[src/sv/i2r_pkg.sv]
`timescale 1ns / 1ps
package i2r_pkg;

  localparam int VALUE_WIDTH_DEF = 32;
  localparam int MAX_BASE_DEF    = 16;

  localparam int IN_W       = 32;
  localparam int CHAR_W     = 8;
  localparam int CFG_DATA_W = 64;
  localparam int CFG_IDX_W  = 2;
  localparam int SIZE_W     = 5;
  localparam int ALPHA_N    = 16;
  localparam int ALPHA_W    = ALPHA_N * CHAR_W;

  localparam logic [CHAR_W-1:0] CHAR_LOW   = 8'd32;
  localparam logic [CHAR_W-1:0] CHAR_HIGH  = 8'd126;
  localparam logic [CHAR_W-1:0] CHAR_MINUS = 8'd45;
  localparam logic [CHAR_W-1:0] CHAR_PLUS  = 8'd43;

  typedef enum logic [CFG_IDX_W-1:0] {
    CFG_ALPHA_LOW  = 2'd0,
    CFG_ALPHA_HIGH = 2'd1,
    CFG_BASE_SIZE  = 2'd2
  } cfg_idx_t;

  typedef enum logic [2:0] {
    ST_IDLE,
    ST_CHECK,
    ST_DIVIDE,
    ST_SIGN,
    ST_FETCH,
    ST_EMIT
  } state_t;

  typedef struct packed {
    logic load;
    logic chk_next;
    logic div_step;
    logic out_load;
    logic out_sign;
    logic ptr_dec;
  } dp_cmd_t;

  typedef struct packed {
    logic size_ok;
    logic char_bad;
    logic chk_last;
    logic div_last;
    logic digits_done;
    logic neg;
    logic out_free;
    logic ptr_zero;
  } dp_stat_t;

  function automatic logic [CHAR_W-1:0] alpha_char(input logic [ALPHA_W-1:0] alph,
                                                   input logic [3:0] idx);
    return alph[{idx, 3'b000} +: CHAR_W];
  endfunction

endpackage

[src/sv/i2r_in_if.sv]
`timescale 1ns / 1ps
interface i2r_in_if;
  import i2r_pkg::*;

  logic            valid;
  logic            ready;
  logic [IN_W-1:0] value;

  modport source (output valid, output value, input ready);
  modport sink   (input valid, input value, output ready);
endinterface

[src/sv/i2r_out_if.sv]
`timescale 1ns / 1ps
interface i2r_out_if;
  import i2r_pkg::*;

  logic              valid;
  logic              ready;
  logic [CHAR_W-1:0] char_out;
  logic              last_char;

  modport source (output valid, output char_out, output last_char, input ready);
  modport sink   (input valid, input char_out, input last_char, output ready);
endinterface

[src/sv/i2r_ram.sv]
`timescale 1ns / 1ps
module i2r_ram #(
  parameter int WIDTH = 4,
  parameter int DEPTH = 32
) (
  input  logic                     clk,
  input  logic                     we,
  input  logic [$clog2(DEPTH)-1:0] waddr,
  input  logic [WIDTH-1:0]         wdata,
  input  logic [$clog2(DEPTH)-1:0] raddr,
  output logic [WIDTH-1:0]         rdata
);

  logic [WIDTH-1:0] mem_r [DEPTH];
  logic [WIDTH-1:0] rdata_r;

  always_ff @(posedge clk) begin
    if (we) begin
      mem_r[waddr] <= wdata;
    end
    rdata_r <= mem_r[raddr];
  end

  assign rdata = rdata_r;

endmodule

[src/sv/i2r_dp.sv]
`timescale 1ns / 1ps
module i2r_dp #(
  parameter int MAX_BASE    = i2r_pkg::MAX_BASE_DEF,
  parameter int VALUE_WIDTH = i2r_pkg::VALUE_WIDTH_DEF
) (
  input  logic                          clk,
  input  logic                          rst_n,
  input  i2r_pkg::dp_cmd_t              cmd,
  output i2r_pkg::dp_stat_t             st,
  input  logic [VALUE_WIDTH-1:0]        value,
  input  logic [i2r_pkg::ALPHA_W-1:0]   alph,
  input  logic [i2r_pkg::SIZE_W-1:0]    size,
  input  logic                          out_ready,
  output logic                          out_valid,
  output logic [i2r_pkg::CHAR_W-1:0]    out_char,
  output logic                          out_last
);
  import i2r_pkg::*;

  localparam int DIG_W  = $clog2(MAX_BASE);
  localparam int AW     = $clog2(VALUE_WIDTH);
  localparam int BCNT_W = $clog2(VALUE_WIDTH);
  localparam logic [SIZE_W-1:0] MaxBaseS = SIZE_W'(MAX_BASE);

  logic                   neg_r;
  logic [VALUE_WIDTH-1:0] quo_r;
  logic [DIG_W-1:0]       rem_r;
  logic [BCNT_W-1:0]      bcnt_r;
  logic [AW-1:0]          wr_idx_r;
  logic [AW-1:0]          ptr_r;
  logic [3:0]             chk_idx_r;

  logic                   out_valid_r;
  logic [CHAR_W-1:0]      out_char_r;
  logic                   out_last_r;

  logic [CHAR_W-1:0]      cur_char;
  logic                   dup;
  logic [DIG_W:0]         trial;
  logic [DIG_W:0]         size_t;
  logic [DIG_W:0]         diff;
  logic                   ge;
  logic [DIG_W-1:0]       rem_nxt;
  logic [VALUE_WIDTH-1:0] quo_nxt;
  logic                   div_last;
  logic                   ram_we;
  logic [DIG_W-1:0]       rdata;
  logic [CHAR_W-1:0]      out_char_nxt;

  // alphabet check, one character per cycle against all later ones
  assign cur_char = alpha_char(alph, chk_idx_r);

  always_comb begin
    dup = 1'b0;
    for (int j = 0; j < ALPHA_N; j++) begin
      if (4'(j) > chk_idx_r && SIZE_W'(j) < size && alpha_char(alph, 4'(j)) == cur_char) begin
        dup = 1'b1;
      end
    end
  end

  // restoring division, one quotient bit per cycle
  assign trial   = {rem_r, quo_r[VALUE_WIDTH-1]};
  assign size_t  = size[DIG_W:0];
  assign ge      = trial >= size_t;
  assign diff    = trial - size_t;
  assign rem_nxt = ge ? diff[DIG_W-1:0] : trial[DIG_W-1:0];
  assign quo_nxt = {quo_r[VALUE_WIDTH-2:0], ge};

  assign div_last = bcnt_r == BCNT_W'(VALUE_WIDTH - 1);
  assign ram_we   = cmd.div_step && div_last;

  always_comb begin
    st.size_ok     = size >= SIZE_W'(2) && size <= MaxBaseS;
    st.char_bad    = cur_char < CHAR_LOW || cur_char > CHAR_HIGH ||
                     cur_char == CHAR_MINUS || cur_char == CHAR_PLUS || dup;
    st.chk_last    = {1'b0, chk_idx_r} == size - SIZE_W'(1);
    st.div_last    = div_last;
    st.digits_done = quo_nxt == '0 || wr_idx_r == AW'(VALUE_WIDTH - 1);
    st.neg         = neg_r;
    st.out_free    = !out_valid_r || out_ready;
    st.ptr_zero    = ptr_r == '0;
  end

  always_ff @(posedge clk) begin
    if (cmd.load) begin
      neg_r     <= value[VALUE_WIDTH-1];
      quo_r     <= value[VALUE_WIDTH-1] ? (~value + 1'b1) : value;
      rem_r     <= '0;
      bcnt_r    <= '0;
      wr_idx_r  <= '0;
      chk_idx_r <= '0;
    end else begin
      if (cmd.chk_next) begin
        chk_idx_r <= chk_idx_r + 4'd1;
      end
      if (cmd.div_step) begin
        quo_r <= quo_nxt;
        if (div_last) begin
          rem_r    <= '0;
          bcnt_r   <= '0;
          ptr_r    <= wr_idx_r;
          wr_idx_r <= wr_idx_r + AW'(1);
        end else begin
          rem_r  <= rem_nxt;
          bcnt_r <= bcnt_r + BCNT_W'(1);
        end
      end
      if (cmd.ptr_dec) begin
        ptr_r <= ptr_r - AW'(1);
      end
    end
  end

  i2r_ram #(
    .WIDTH(DIG_W),
    .DEPTH(VALUE_WIDTH)
  ) u_digits (
    .clk  (clk),
    .we   (ram_we),
    .waddr(wr_idx_r),
    .wdata(rem_nxt),
    .raddr(ptr_r),
    .rdata(rdata)
  );

  assign out_char_nxt = cmd.out_sign ? CHAR_MINUS : alpha_char(alph, 4'(rdata));

  always_ff @(posedge clk) begin
    if (!rst_n) begin
      out_valid_r <= 1'b0;
    end else if (cmd.out_load) begin
      out_valid_r <= 1'b1;
    end else if (out_ready) begin
      out_valid_r <= 1'b0;
    end
  end

  always_ff @(posedge clk) begin
    if (cmd.out_load) begin
      out_char_r <= out_char_nxt;
      out_last_r <= !cmd.out_sign && ptr_r == '0;
    end
  end

  assign out_valid = out_valid_r;
  assign out_char  = out_char_r;
  assign out_last  = out_last_r;

  a_digit_below_radix: assert property (@(posedge clk) disable iff (!rst_n)
    ram_we |-> SIZE_W'(rem_nxt) < size)
    else $error("digit not below radix");

  a_last_not_sign: assert property (@(posedge clk) disable iff (!rst_n)
    out_valid_r && out_last_r |-> out_char_r != CHAR_MINUS)
    else $error("sign flagged as last character");

endmodule

[src/sv/i2r_ctrl.sv]
`timescale 1ns / 1ps
module i2r_ctrl (
  input  logic               clk,
  input  logic               rst_n,
  input  logic               in_valid,
  output logic               in_ready,
  input  i2r_pkg::dp_stat_t  st,
  output i2r_pkg::dp_cmd_t   cmd
);
  import i2r_pkg::*;

  state_t state_r;
  state_t state_nxt;

  always_ff @(posedge clk) begin
    if (!rst_n) begin
      state_r <= ST_IDLE;
    end else begin
      state_r <= state_nxt;
    end
  end

  always_comb begin
    state_nxt = state_r;
    cmd       = '0;
    in_ready  = 1'b0;
    unique case (state_r)
      ST_IDLE: begin
        in_ready = 1'b1;
        if (in_valid) begin
          cmd.load  = 1'b1;
          state_nxt = ST_CHECK;
        end
      end
      ST_CHECK: begin
        if (!st.size_ok || st.char_bad) begin
          state_nxt = ST_IDLE;
        end else if (st.chk_last) begin
          state_nxt = ST_DIVIDE;
        end else begin
          cmd.chk_next = 1'b1;
        end
      end
      ST_DIVIDE: begin
        cmd.div_step = 1'b1;
        if (st.div_last && st.digits_done) begin
          state_nxt = ST_SIGN;
        end
      end
      ST_SIGN: begin
        if (!st.neg) begin
          state_nxt = ST_FETCH;
        end else if (st.out_free) begin
          cmd.out_load = 1'b1;
          cmd.out_sign = 1'b1;
          state_nxt    = ST_FETCH;
        end
      end
      ST_FETCH: begin
        state_nxt = ST_EMIT;
      end
      ST_EMIT: begin
        if (st.out_free) begin
          cmd.out_load = 1'b1;
          if (st.ptr_zero) begin
            state_nxt = ST_IDLE;
          end else begin
            cmd.ptr_dec = 1'b1;
            state_nxt   = ST_FETCH;
          end
        end
      end
      default: begin
        state_nxt = ST_IDLE;
      end
    endcase
  end

  a_divide_needs_valid_radix: assert property (@(posedge clk) disable iff (!rst_n)
    $past(state_r) == ST_CHECK && state_r == ST_DIVIDE |-> $past(st.size_ok))
    else $error("division started with invalid radix");

  a_sign_only_negative: assert property (@(posedge clk) disable iff (!rst_n)
    cmd.out_load && cmd.out_sign |-> st.neg)
    else $error("sign sent for non-negative value");

endmodule

[src/sv/integer_to_radix_digits.sv]
`timescale 1ns / 1ps
// Channel   Dir  Payload                          Transfer
// in_chan   in   value[31:0] (signed)             valid && ready
// out_chan  out  char_out[7:0], last_char         valid && ready
// cfg_*     in   cfg_index[1:0], cfg_data[63:0]   cfg_we
//
// One number at a time: an accept step, a check of each alphabet character up
// to base_size, a pass of the shared bit-serial divider per digit, a sign step,
// then a fetch and an emit per digit character through the registered digit RAM read.
// Invalid alphabet or radix: ends at the first failing character, no output.
// Synchronous active-low reset; output stalls hold the sequencer in place.
module integer_to_radix_digits #(
  parameter int MAX_BASE    = i2r_pkg::MAX_BASE_DEF,
  parameter int VALUE_WIDTH = i2r_pkg::VALUE_WIDTH_DEF
) (
  input  logic                            clk,
  input  logic                            rst_n,
  i2r_in_if.sink                          in_chan,
  i2r_out_if.source                       out_chan,
  input  logic                            cfg_we,
  input  logic [i2r_pkg::CFG_IDX_W-1:0]   cfg_index,
  input  logic [i2r_pkg::CFG_DATA_W-1:0]  cfg_data
);
  import i2r_pkg::*;

  logic [CFG_DATA_W-1:0] alph_lo_r;
  logic [CFG_DATA_W-1:0] alph_hi_r;
  logic [SIZE_W-1:0]     base_size_r;

  dp_cmd_t  cmd;
  dp_stat_t st;

  always_ff @(posedge clk) begin
    if (!rst_n) begin
      alph_lo_r   <= '0;
      alph_hi_r   <= '0;
      base_size_r <= '0;
    end else if (cfg_we) begin
      unique case (cfg_index)
        CFG_ALPHA_LOW:  alph_lo_r   <= cfg_data;
        CFG_ALPHA_HIGH: alph_hi_r   <= cfg_data;
        CFG_BASE_SIZE:  base_size_r <= cfg_data[SIZE_W-1:0];
        default: ;
      endcase
    end
  end

  i2r_ctrl u_ctrl (
    .clk     (clk),
    .rst_n   (rst_n),
    .in_valid(in_chan.valid),
    .in_ready(in_chan.ready),
    .st      (st),
    .cmd     (cmd)
  );

  i2r_dp #(
    .MAX_BASE   (MAX_BASE),
    .VALUE_WIDTH(VALUE_WIDTH)
  ) u_dp (
    .clk      (clk),
    .rst_n    (rst_n),
    .cmd      (cmd),
    .st       (st),
    .value    (in_chan.value[VALUE_WIDTH-1:0]),
    .alph     ({alph_hi_r, alph_lo_r}),
    .size     (base_size_r),
    .out_ready(out_chan.ready),
    .out_valid(out_chan.valid),
    .out_char (out_chan.char_out),
    .out_last (out_chan.last_char)
  );

endmodule
[src/flat_wrapper.sv]
// flat-port wrapper written by rule: the top's interface ports become plain ports
module integer_to_radix_digits_flat import i2r_pkg::*;
#(
  parameter int MAX_BASE    = i2r_pkg::MAX_BASE_DEF,
  parameter int VALUE_WIDTH = i2r_pkg::VALUE_WIDTH_DEF
)
  (clk, rst_n, cfg_we, cfg_index, cfg_data, in_chan_valid, in_chan_value, in_chan_ready, out_chan_valid, out_chan_char_out, out_chan_last_char, out_chan_ready);
  i2r_in_if in_chan_i ();
  i2r_out_if out_chan_i ();
  input  logic clk;
  input  logic rst_n;
  input  logic cfg_we;
  input  logic [i2r_pkg::CFG_IDX_W-1:0] cfg_index;
  input  logic [i2r_pkg::CFG_DATA_W-1:0] cfg_data;
  input wire logic [$bits(in_chan_i.valid)-1:0] in_chan_valid;
  input wire logic [$bits(in_chan_i.value)-1:0] in_chan_value;
  output wire logic [$bits(in_chan_i.ready)-1:0] in_chan_ready;
  output wire logic [$bits(out_chan_i.valid)-1:0] out_chan_valid;
  output wire logic [$bits(out_chan_i.char_out)-1:0] out_chan_char_out;
  output wire logic [$bits(out_chan_i.last_char)-1:0] out_chan_last_char;
  input wire logic [$bits(out_chan_i.ready)-1:0] out_chan_ready;
  assign in_chan_i.valid = in_chan_valid;
  assign in_chan_i.value = in_chan_value;
  assign in_chan_ready = in_chan_i.ready;
  assign out_chan_valid = out_chan_i.valid;
  assign out_chan_char_out = out_chan_i.char_out;
  assign out_chan_last_char = out_chan_i.last_char;
  assign out_chan_i.ready = out_chan_ready;
  integer_to_radix_digits #(.MAX_BASE(MAX_BASE), .VALUE_WIDTH(VALUE_WIDTH)) u_core (.clk(clk), .rst_n(rst_n), .in_chan(in_chan_i), .out_chan(out_chan_i), .cfg_we(cfg_we), .cfg_index(cfg_index), .cfg_data(cfg_data));
endmodule
[config.mk]
export PLATFORM = sky130hd
export DESIGN_NAME = integer_to_radix_digits_flat
export DESIGN_NICKNAME = d
export VERILOG_FILES = /design/src/sv/i2r_pkg.sv /design/src/sv/i2r_in_if.sv /design/src/sv/i2r_out_if.sv /design/src/sv/i2r_ram.sv /design/src/sv/i2r_dp.sv /design/src/sv/i2r_ctrl.sv /design/src/sv/integer_to_radix_digits.sv /design/src/flat_wrapper.sv
export SDC_FILE = /design/constraint.sdc
export NUM_CORES = 1
export LEC_CHECK = 0
export BUFFER_PORTS_ARGS = -buffer_cell sky130_fd_sc_hd__buf_2
export CORE_UTILIZATION = 60
export CTS_CLUSTER_DIAMETER = 40
export DETAILED_ROUTE_END_ITERATION = 12
export GPL_ROUTABILITY_DRIVEN = 0
export PLACE_DENSITY = 0.79
export SLEW_MARGIN = 20
export SYNTH_ARGS = -nofsm -noshare
export SYNTH_HDL_FRONTEND = slang
export SYNTH_HIERARCHICAL = 1
export SYNTH_SLANG_ARGS = --single-unit
[constraint.sdc]
create_clock -name clk -period 11 [get_ports clk]
set_input_delay 2.2 -clock clk [delete_from_list [all_inputs] [get_ports clk]]
set_output_delay 2.2 -clock clk [all_outputs]
set_load 0.01 [all_outputs]
After elaboration in Yosys (flattened, before gate mapping)

Memories as Yosys holds them, arrays and structs flattened. A register that Yosys moved wholly into a read port is not among the register bits.
Index checks and enable logic that the tools add are counted.

Flip-flop bits (word level): 202
Latch bits: 0
RAM bits: 128
Bits in read-only memories: 0
Input port bits: 103
Output and inout port bits: 11
Logic and storage cells: 209
Memories kept: 1

Add/subtract/negate cells: 7
Multipliers: 0
Divide/modulo/power cells: 0
Order comparisons: 37
Equal/unequal tests: 33
Shifts and indexed selects: 2
Mux-type cells: 53
Bitwise logic cells: 2
Reduce and logical (&&, ||, !) cells: 60

Memory list:

| name                       | depth | width | read ports | clocked after Yosys merged registers in | write ports | line          | source |
|---|---|---|---|---|---|---|---|
| u_core.u_dp.u_digits.mem_r | 32    | 4     | 1          | 1                                       | 1           | i2r_ram.sv:14 | `logic [WIDTH-1:0] mem_r [DEPTH];` |

Operator list:

| cell                  | number |
|---|---|
| $shiftx 128x8->8      | 2 |
| $eq 8x8->1            | 16 |
| $mux 32               | 3 |
| $lt 4x5->1 const A    | 8 |
| $logic_and 1x1->1     | 36 |
| $add 32x1->32 const B | 1 |
| $gt 4x4->1 const A    | 8 |
| $logic_not 32->1      | 1 |
| $mux 1                | 32 |
| $not 32->32           | 1 |
| $mux 3                | 8 |
| $lt 3x5->1 const A    | 4 |
| $mux 5                | 4 |
| $pmux 3 s6            | 1 |
| $eq 8x6->1 const B    | 2 |
| $gt 3x4->1 const A    | 4 |
| $add 5x1->5 const B   | 2 |
| $eq 5x5->1 const B    | 2 |
| $lt 1x5->1 const A    | 2 |
| $lt 2x5->1 const A    | 2 |
| $sub 5x1->5 const B   | 2 |
| $gt 1x4->1 const A    | 2 |
| $gt 2x4->1 const A    | 2 |
| $gt 8x7->1 const B    | 1 |
| 28 further kinds      | 48 |

Logic depth before layout (Yosys ltp)

Depth after elaboration: 23
Gate-level depth with buffers: 20
Depth with buffers taken out: 17

Hierarchy

Netlist, hierarchy kept.

By module, submodules not included:

| module                  | instances | cells an instance | area an instance (um2) | seq. area each (um2) |
|---|---|---|---|---|
| i2r_dp                  | 1         | 832               | 7895.1                 | 1791.7 |
| i2r_ram                 | 1         | 231               | 5138.7                 | 3923.8 |
| integer_to_radix_digits | 1         | 502               | 5013.6                 | 2662.6 |
| i2r_ctrl                | 1         | 32                | 274.0                  | 60.1 |

Worst setup path before layout

No wires, ideal clock.

Path type: input -> register
Start point: input port in_chan_value[0]
End point: register u_core.u_dp.quo_r[26], data pin
Setup time: 0.270 ns
Arrival: 5.284 ns
Data required time: 10.730 ns
Setup slack: 5.446 ns
Stages on the path: 11
Buffers on the path: 0
Cells stage by stage: inv_1 -> ha_1 -> or3b_1 -> or4_1 -> nand2b_1 -> or4_1 -> or4_1 -> or4_4 -> o41ai_1 -> xor2_1 -> a21oi_1

Longest elaborated chain between the ends: 4

Ends and longest elaborated chain:

| what                 | line               | source |
|---|---|---|
| start, declared      | flat_wrapper.sv:16 | `input wire logic [$bits(in_chan_i.value)-1:0] in_chan_value;` |
| $not 32->32          | i2r_dp.sv:88       | `quo_r <= value[VALUE_WIDTH-1] ? (~value + 1'b1) : value;` |
| $add 32x1->32        | i2r_dp.sv:88       |  |
| $mux 32              | i2r_dp.sv:88       |  |
| $mux 32              | i2r_dp.sv:86       | `if (cmd.load) begin` |
| end signal, assigned | i2r_dp.sv:88       |  |
| end signal, assigned | i2r_dp.sv:98       | `quo_r <= quo_nxt;` |
| end, declared        | i2r_dp.sv:26       | `logic [VALUE_WIDTH-1:0] quo_r;` |

Every way passes these cells.
A chain may end at the register's enable or synchronous reset.

Final worst setup path

Same ends and word-level chain as after synthesis.

==> impl_results.md <==
* Post-CTS setup repair buffer count at 0
* TritonRoute pass-1 iters at 6
* Status: completed
* Max cap viols at 0
* Fmax at between 150 and 200 MHz
* Starting Density at between 60% and 70%
* Final WS setup at about 5.6 ns
* Via count at between 10000 and 15000
* Final setup TNS at 0 ns
* CTS clk-pin slew, worst paths at 0.06 ns
* IO Pins at about 110
* Final setup viols at 0
* Logic gate share of total power at between 10% and 20%
* Register area at approximately 8400 um^2
* Post-Route WL at ~47 mm
* Met2 GRT Util at a little over half
* Die Area at between 30000 and 40000 um^2
* Crit path required time at 11.27 ns
* Final net count at about 1800
* DR DRC count at 0
* Worst setup EP type: flip-flop
* Core area at 29900 um^2
* Crit path DAT at about 5.7 ns
* N_diodes at 0
* PostCTS Resize Cnt at 0
* Post-synth net total at 1718
* Worst-Skew Late Latency at ~0.56 ns
* Clock skew at roughly 0.021 ns
* Yosys cell types at 76
* Global-route wire length before repair at 73.6 mm
* Crit-path slowest cell: or4_1
* DIE WIDTH at between 150 and 200 um
* Worst-Margin Slew at between 1 and 1.5 ns
* Syn Area/Cell at 11.5 um^2
* Internal cell power at approximately 0.0024 W
* Post-Place Cells at approximately 2000
* Sw Share at between 20% and 30%
* WL per Instance at 22.8 um
* Synth Flop Type: edfxtp_1
* Post-cts hold buffer count at 0
* Fin. Hold Viols at 0
* CP Class: in -> reg
* DIE HEIGHT at 177 um
* Clock root cell: clkbuf_16
* Pwr/cell area at ~160 nW/um^2
* Static leakage at 7.51 nW
* Share of cells above drive strength 1 at a little over a fifth
* Clk pwr share at 42.3%
* Iter 0 DRT Violations at around 1400
* Antenna viol nets, final at 0
* Area of the mapped netlist at ~18000 um^2
* Vias in the first global route at 13189
* Sequential power share at 46.2%
* Overflow after GRT at 0
* Drt via density at around 6.5
* Hold_ws at just under 0.5 ns
* Design Power at between 0.003 and 0.004 W
* Top cell type's share of synthesized area at 28.7%
* Worst path top cell family by delay: simple AND/OR/NAND/NOR gates
* Crit path max fanout at 4
* EDFF count, synth at around 180
* Grt peak-use layer: met2
* Switching pwr at around 0.00084 W
* Non-filler cells, final at roughly 2100
* Placement Rows at 63
* Area growth, synth to finish at 11.3%
* Slew Viols, Final at 0
* Worst vdd ir at roughly 0.15 mV
* Largest net degree at the start of global routing at between 100 and 150
* FILL cells at 2146
* Initial antenna violation count at 0
* CTS Sinks at about 330
* Rel. slew slack at 20.2%
* Post-synthesis cell type with the largest combined area: edfxtp_1
* Clock tree buffer depth at 3
* Yosys warnings at 6
* Global Route met3 Usage at under 10%
* Fin crit share at 49.1%
* Most frequent CP cell: or4_1
* CP cell instances: buf_2, inv_1, ha_1, or3b_1, or4_1, nand2b_1, or4_1, or4_1, or4_4, o41ai_1, xor2_1, a21oi_1
* Setup WS pre-CTS at roughly 5.1 ns
* Seq/Total Area, Yosys at between 40% and 50%
* Gate Count Post-Synth at about 1600
* #FFs+latches synth at roughly 330
* Hold Crit Class: reg -> reg
* CTS buffer count at 40
* GR Util met1 at around 37%
* Multi-input gate area at about 9300 um^2
* Buffers on Ports at between 100 and 150
* Crit-path max cell delay at about 0.55 ns
* Total track usage at between 30% and 40%
* Asr flop ratio synth at 0%
* CTS tree: yes
* DP Wirelength at about 33 mm
* Final min period at between 5 and 6 ns
* Top post-synthesis cells by area: edfxtp_1 29%, dfxtp_1 17%, mux4_2 12%, mux2i_1 9.1%, nand2_1 4.7%
* Unrepaired setup endpoints after global routing: no
* Buffers & Inverters on Critical Path at 2
* Max H-tree Level at 2
* Worst Setup Start Kind: input pin
-- sequential cells by signal (all words and copies together) (netlist names) --
signal                      flops
u_core/u_dp/out_valid           1
u_core/u_ctrl/state_r           3
u_core/base_size_r              5
u_core/alph_hi_r               64
u_core/u_dp/rem_r               4
u_core/u_dp/u_digits/rdata      4
u_core/u_dp/quo_r              32
u_core/u_dp/neg_r               1
u_core/u_dp/chk_idx_r           4
u_core/u_dp/out_last            1
u_core/u_dp/ptr_r               5
u_core/alph_lo_r               64
u_core/u_dp/bcnt_r              5
u_core/u_dp/u_digits/mem_r    128
u_core/u_dp/wr_idx_r            5
u_core/u_dp/out_char            8
-- tightest hold or removal path, delay by kind of cell (launching register included) --
family | cells | cell delay [ns]
and+or+nand+nor | 1 | 0.06
muxes | 1 | 0.06
DFF | 1 | 0.32
-- area by class of cell --
class | count | share of cell area [%]
flip-flops and latches | 334 | 41.4
multi-input cells | 1134 | 45.4
clock inverters | 29 | 1.80
clock buffers | 44 | 5.13
well taps | 390 | 2.39
inverters | 21 | 0.387
repair buffers | 131 | 3.47
-- power by group through the flow --
stage / clock network (W) / registers [W] / logic [W]
after floorplan: 0 / 0.00148 / 0.000251
after global placement: 0 / 0.00151 / 0.000344
after CTS: 0.00138 / 0.00148 / 0.000365
after detailed placement: 0 / 0.00151 / 0.000360
after global routing: 0.00144 / 0.00149 / 0.000397
final: 0.00136 / 0.00148 / 0.000366
-- placed cells by master (no fill, tap or decap), types with 5 or more instances in the layout --
cell type / n
clkbuf_16: 40
or4_1: 9
o21ai_0: 22
a21boi_0: 6
a211oi_1: 7
nand4_1: 16
nand2b_1: 10
a2111oi_0: 6
nor2_1: 116
ha_1: 17
and3_1: 6
or2_2: 10
xnor2_1: 65
nor3_1: 15
mux2_2: 24
buf_4: 18
mux2i_1: 164
edfxtp_1: 175
a21o_1: 7
nor4_1: 21
dfxtp_1: 156
clkinv_1: 6
o2111ai_1: 7
clkinv_4: 6
xor2_1: 67
a221oi_1: 5
nand2_1: 231
o22ai_1: 10
o221ai_1: 5
a21oi_1: 56
nand3b_1: 9
nand3_1: 14
a31oi_1: 6
or3_1: 6
nor2b_1: 17
buf_2: 112
o31ai_1: 9
mux4_2: 98
inv_1: 21
-- cell usage after synthesis (5+ instances only) --
cell type  number
o22ai_1        11
or3_1           6
mux4_2         98
o31ai_1         9
nand2_1       231
xnor2_1        65
ha_1           17
and2_1          5
o2111ai_1       7
or2_2          10
nand3_1        14
nor4_1         21
or4_1           9
a21o_1          7
a31oi_1         6
a2111oi_0       6
edfxtp_1      175
buf_4           8
a221oi_1        5
o221ai_1        5
a21oi_1        56
buf_2          27
clkbuf_1       43
o21ai_0        22
nor3_1         15
a211oi_1        7
nand3b_1        9
mux2i_1       167
nand2b_1       10
nor2_1        117
nor2b_1        17
nand4_1        16
inv_1          21
buf_1          14
a21boi_0        6
mux2_2         24
xor2_1         67
buf_6          16
dfxtp_1       159
and3_1          6
-- stage by stage --
stage | utilization, % | cell area [um^2]
6_report | 68.2 | 20400
4_1_cts | 68.2 | 20400
3_5_place_dp | 63.4 | 19000
2_1_floorplan | - | 18300
5_1_grt | 68.2 | 20400
3_3_place_gp | 63.4 | 19000
-- metal layers --
metal  part of all wire (%)  up-vias
met5                      0        -
met4                    4.9        0
met3                    7.6      167
met2                     51      676
met1                     37     6602
li1                       -     6057
-- logic make-up after synthesis --
logic type | count (synthesis) | synth area share [%]
flip-flops | 334 | 46.1
AND/OR/NAND/NOR | 508 | 13.0
multiplexers | 289 | 22.6
AO/OA/AOI/OAI | 187 | 7.11
adder cells (fa/ha/maj) | 18 | 1.27
buffers and inverters | 129 | 3.65
XOR/XNOR | 132 | 6.31
-- path summary, 6_finish.rpt --
| path | slack (ns) | cells after the start | endpoint | from |
|---|---|---|---|---|
| setup reg to reg | 5.66 | 16 | u_core/u_dp/chk_idx_r[2] | u_core/u_dp/chk_idx_r[1] |
| setup / recovery | 5.60 | 12 | u_core/u_dp/quo_r[26] | in_chan_value[0] |
| hold / removal | 0.48 | 2 | u_core/alph_lo_r[0] | u_core/alph_lo_r[0] |
| hold reg to reg | 0.48 | 2 | u_core/alph_lo_r[0] | u_core/alph_lo_r[0] |
(Power assumes the default switching activity.)
